[src/sv/ibf_pkg.sv]
// Shared types and constants for the fourth-order band-pass IIR filter.
// No dependencies; every other file of the block imports this package.
package ibf_pkg;

  // Field widths and fixed-point formats.
  localparam int unsigned SAMPLE_W  = 16;
  localparam int unsigned COEF_W    = 32;
  localparam int unsigned OUT_W     = 32;
  localparam int unsigned COEF_FRAC = 28;
  localparam int unsigned ACC_W     = 68;
  localparam int unsigned DIFF_W    = SAMPLE_W + 3;
  localparam int unsigned NUM_W     = COEF_W + DIFF_W;
  localparam int unsigned NUM_CELLS = 4;
  localparam int unsigned CFG_IDX_W = 3;

  typedef logic signed [COEF_W-1:0] coef_t;
  typedef logic signed [ACC_W-1:0]  acc_t;
  typedef logic signed [OUT_W-1:0]  out_t;

  // Configuration register indexes.
  typedef enum logic [CFG_IDX_W-1:0] {
    REG_NUM_GAIN = 3'd0,
    REG_FB_A1    = 3'd1,
    REG_FB_A2    = 3'd2,
    REG_FB_A3    = 3'd3,
    REG_FB_A4    = 3'd4
  } cfg_reg_e;

  // Coefficient values after reset, signed Q3.28.
  localparam coef_t RST_NUM_GAIN = 32'sd8040871;
  localparam coef_t RST_FB_A1    = -32'sd858565082;
  localparam coef_t RST_FB_A2    = 32'sd1087318467;
  localparam coef_t RST_FB_A3    = -32'sd646828092;
  localparam coef_t RST_FB_A4    = 32'sd154098573;

  // Half of one output LSB in the accumulator format.
  localparam acc_t ROUND_HALF = acc_t'(1) <<< (COEF_FRAC - 1);

  localparam out_t OUT_MAX = {1'b0, {(OUT_W-1){1'b1}}};
  localparam out_t OUT_MIN = {1'b1, {(OUT_W-1){1'b0}}};

  // Control that the head of the chain hands to every cell.
  typedef struct packed {
    logic enable;
    logic clear;
  } cell_ctrl_t;

endpackage

[src/sv/ibf_cell.sv]
// One tap of the direct-form history chain: holds a past sample and a past
// output, hands both to the next tap each accepted word and forms its
// feedback product. Depends on ibf_pkg.
module ibf_cell import ibf_pkg::*; (
  input  logic                clk_i,
  input  logic                rst_ni,
  input  cell_ctrl_t          ctrl_i,
  input  coef_t               coef_i,
  input  logic [SAMPLE_W-1:0] x_i,
  input  out_t                y_i,
  output logic [SAMPLE_W-1:0] x_o,
  output out_t                y_o,
  output acc_t                fb_o
);

  logic signed [COEF_W+OUT_W-1:0] prod;
  logic [SAMPLE_W-1:0]            x_d;
  logic [SAMPLE_W-1:0]            x_q;
  out_t                           y_d;
  out_t                           y_q;

  // A block start empties the older taps while the new pair shifts in.
  always_comb begin
    x_d = ctrl_i.clear ? '0 : x_i;
    y_d = ctrl_i.clear ? '0 : y_i;
  end

  always_ff @(posedge clk_i or negedge rst_ni) begin
    if (!rst_ni) begin
      x_q <= '0;
      y_q <= '0;
    end else if (ctrl_i.enable) begin
      x_q <= x_d;
      y_q <= y_d;
    end
  end

  // Feedback term of this tap, negated and kept exact.
  assign prod = coef_i * y_q;
  assign fb_o = -(acc_t'(prod));

  assign x_o = x_q;
  assign y_o = y_q;

endmodule

[config.mk]
export PLATFORM = sky130hd
export DESIGN_NAME = ibf_cell
export DESIGN_NICKNAME = d
export VERILOG_FILES = /design/src/sv/ibf_pkg.sv /design/src/sv/ibf_cell.sv
export SDC_FILE = /design/constraint.sdc
export NUM_CORES = 2
export LEC_CHECK = 0
export BUFFER_PORTS_ARGS = -buffer_cell sky130_fd_sc_hd__buf_2
export CAP_MARGIN = 10
export CORE_ASPECT_RATIO = 1.4
export CORE_MARGIN = 2
export CORE_UTILIZATION = 63
export DETAILED_ROUTE_END_ITERATION = 16
export PLACE_DENSITY = 0.79
export SKIP_CTS_REPAIR_TIMING = 1
export SLEW_MARGIN = 15
export SYNTH_ARGS = -nofsm -noshare
export SYNTH_HDL_FRONTEND = slang
export SYNTH_SLANG_ARGS = --single-unit
[constraint.sdc]
create_clock -name clk_i -period 25.3 [get_ports clk_i]
set_clock_uncertainty 0.1 [all_clocks]
set_input_delay 1.265 -clock clk_i [delete_from_list [all_inputs] [get_ports clk_i]]
set_output_delay 1.265 -clock clk_i [all_outputs]
set_load 0.02 [all_outputs]
Word level (Yosys, flattened, before mapping). Cells that the tools add are included.

Register bits: 48. Bits of input ports: 84. Output and inout bits: 116. Logic and storage cells: 6.

$add $sub $neg: 1. Multipliers: 1. Muxes and demuxes: 2.

Operators by type and width (number): negator 64 -> 68 bit (1); multiplier 32 x 32 -> 64 bit (1); 2-to-1 mux 32 bit (1); 2-to-1 mux 16 bit (1).

Longest topological paths before layout.
Depth after elaboration: 2. Mapped depth: 29. Mapped depth without buffers: 27.

Least setup slack after synthesis. No wires, ideal clock.

Path kind: input -> output. Start point: in coef_i[31]. End point: out fb_o[64]. Arrival time: 8.783 ns. Required time: 23.935 ns. Path slack: 15.152 ns. Cell stages on the path: 25. Buffers on the path: 2. Path through: clkinv_1 -> clkbuf_1 -> nor2_1 -> fa_1 -> inv_1 -> fa_1 -> inv_1 -> fa_1 -> inv_1 -> fa_1 -> fa_1 -> fa_1 -> fa_1 -> inv_1 -> fa_1 -> inv_1 -> ha_1 -> clkbuf_1 -> nand2_1 -> or3_1 -> or3_1 -> nor3_1 -> a31oi_1 -> mux2i_1 -> or3_1.

Word-level cells in the longest chain between the ends: 2.

RTL lines: start: declaration (line ibf_cell.sv:8) `input coef_t coef_i,`; multiplier 32 x 32 -> 64 bit (line ibf_cell.sv:39) `assign prod = coef_i * y_q;`; negator 64 -> 68 bit (line ibf_cell.sv:40) `assign fb_o = -(acc_t'(prod));`; end: declaration (line ibf_cell.sv:13) `output acc_t fb_o`.

No other way between the ends.

Final worst setup path. Ends and elaborated chain as after synthesis.

==> results.sh <==
export IMPL_synth_nets=5855
export IMPL_rsz0062_at_grt="no"
export IMPL_worst_slack_ps=13930
export IMPL_muxShareOfSynthArea_pct=0.0249
export IMPL_period_needed_ps=11370
export IMPL_drive_above_1_share_pct=5.83
export IMPL_ys_flop_type="dfrtp_1"
export IMPL_ys_ff_latch=48
export IMPL_area_growth_pct=3.99
export IMPL_synthAdderAreaFrac_pct=62.5
export IMPL_finalHoldViolCount=0
export IMPL_arrival_ps=10000
export IMPL_synth_top_family_by_area="adder cells"
export IMPL_synth_xor_area_share_pct=1.52
export IMPL_io_buffers=199
export IMPL_die_y_um=303
export IMPL_antenna_found_initial=4
export IMPL_min_path_cells=2
export IMPL_path_class="input port to output pin"
export IMPL_hpwl_mm=94.4
export IMPL_post_route_period_util_pct=44.9
export IMPL_first_global_vias=34065
export IMPL_first_pass_iters=5
export IMPL_start_kind="input port"
export IMPL_yosys_cell_types_count=62
export IMPL_synth_compound_area_share_pct=4.29
export IMPL_synth_top_area_cell="fa_1"
export IMPL_nNetsFinal=5863
export IMPL_cts_buffers=5
export IMPL_status="completed"
export IMPL_pre_cts_ws_ps=13990
export IMPL_path_common_cell="fa_1"
export IMPL_first_iter_violations=1870
export IMPL_postRouteAntennaNets=0
export IMPL_cpMaxStageDelayCell="inv_1"
export IMPL_via_per_inst=5.77
export IMPL_clock_path_buffers=2
export IMPL_fmax_mhz=88.0
export IMPL_yosys_top_cells_area="fa_1, inv_1, ha_1"
export IMPL_grt_pass1_wl_mm=181
export IMPL_die_area_sq_mm=0.0660
export IMPL_r2r_cells=3
export IMPL_crit_chain="buf_2 -> clkinv_1 -> nor2_1 -> fa_1 -> fa_1 -> fa_1 -> fa_1 -> inv_1 -> fa_1 -> fa_1 -> fa_1 -> inv_1 -> fa_1 -> inv_1 -> ha_1 -> and2_1 -> nand3_1 -> or3_1 -> or3_1 -> nor3_1 -> a31oi_1 -> mux2i_1 -> or3_1 -> buf_2"
export IMPL_slew_headroom_pct=34.6
export IMPL_initial_core_util_pct=63.8
export IMPL_final_cell_mix="inv_1, fa_1, nand2_1"
export IMPL_yosysWarningCount=0
export IMPL_cts_root_buf="clkbuf_16"
export IMPL_grt_total_usage_pct=36.9
export IMPL_synth_top_area_share_pct=54.6
export IMPL_clock_sinks=48
export IMPL_cap_viol_max_count=0
export IMPL_core_sq_mm=0.0631
export IMPL_endpoint_kind="output pin"
export IMPL_maxSlewViolCount=0
export IMPL_setup_viol_count_final=0
export IMPL_grt_max_degree=97
export IMPL_path_max_fanout=18
export IMPL_worstMarginPinSlew_ps=979
export IMPL_routed_wl_mm=115
export IMPL_final_common_cell="inv_1"
export IMPL_cp_required_ps=23930
export IMPL_synthesis_instances=4418
export IMPL_die_w_um=218
export IMPL_avgSynthCellArea_sq_um=9.12
export IMPL_rows=109
export IMPL_yosysSeqAreaShare_pct=2.98
export IMPL_clock_latency_ps=310
export IMPL_synth_simple_area_share_pct=15.3
export IMPL_synth_edf_count=0
export IMPL_detailroute_via_count=30371
export IMPL_async_reset_ff_share_pct=100
export IMPL_cts_reportedPaths_clkPinSlew_ps=80
export IMPL_grt_overflow=0
export IMPL_wire_per_inst_um=21.9
export IMPL_netlist_area_sq_mm=0.0403
export IMPL_fin_tns_setup_ps=0
export IMPL_finalWeightedCongestion=1.01
export IMPL_cts_tree="built"
export IMPL_drc=0
export IMPL_critical_path_max_stage_delay_ps=720
export IMPL_cts_max_level=2
export IMPL_io_pin_count=200
export IMPL_min_delay_path_class="register to register"
[stage by stage]
stage	hold WS (ps)	area (sq um)	utilization [%]	instances
3_3_place_gp	410	41700	66.0	5251
4_1_cts	423	41900	66.3	5259
2_1_floorplan	506	40300	-	4418
6_report	420	41900	66.3	5261
3_5_place_dp	411	41700	66.0	5251
5_1_grt	446	41900	66.3	5259
[logic make-up after synthesis]
group,count (synthesis)
buf+inv,1428
xor+xnor,70
simple gates,1239
flops,48
compound gates,279
mux,1
fa+ha+maj,1353
[worst max-delay path: cells and delay by family]
family	cells	cell delay, ps
adder cells (fa/ha/maj)	9	4510
AND/OR/NAND/NOR	7	2090
buffers and inverters	6	1870
multiplexers	1	130
AO/OA/AOI/OAI	1	120
[worst paths after layout]
kind | endpoint | from | slack [ps]
worst max register to register | y_o[8] | y_o[8] | 23590
max in group asynchronous | y_o[3] | rst_ni | 23600
worst max-delay path | fb_o[64] | coef_i[31] | 13930
min in group asynchronous | y_o[18] | rst_ni | 970
worst min-delay path | x_o[3] | x_o[3] | 420
worst min register to register | x_o[3] | x_o[3] | 420
[flip-flops by register name (all words and copies together) (netlist names)]
name,count
y_o,32
x_o,16
[synth_stat cells, drive strengths merged (16+ instances only)]
| master | instances |
|---|---|
| o21ai | 92 |
| fa | 1098 |
| a21o | 45 |
| dfrtp | 48 |
| ha | 255 |
| inv | 1191 |
| xor2 | 24 |
| o21bai | 16 |
| nor2 | 80 |
| nand2 | 580 |
| xnor2 | 46 |
| a21oi | 70 |
| and2 | 454 |
| clkbuf | 224 |
| nand4 | 20 |
| nand3b | 49 |
[layout make-up]
cell class / instances / area, sq um
multi-input combinational: 2942 / 33700
fill: 5068 / 21300
inverter: 1192 / 4470
timing repair buffer: 237 / 1280
sequential: 48 / 1200
tap: 832 / 1040
clock buffer: 6 / 139
clock inverter: 2 / 38.8
antenna: 2 / 5.00
[metal layers]
layer | up-vias | global-route usage [%] | share of wire (%)
li1 | 12635 | - | -
met1 | 15702 | 36.7 | 29
met3 | 613 | 5.31 | 6.4
met2 | 1419 | 65.6 | 52
met5 | - | 0 | 0.017
met4 | 2 | 35.2 | 12
Power is not shown: default switching activity piles up to over one toggle a cycle in this logic, so the estimate is an artifact.
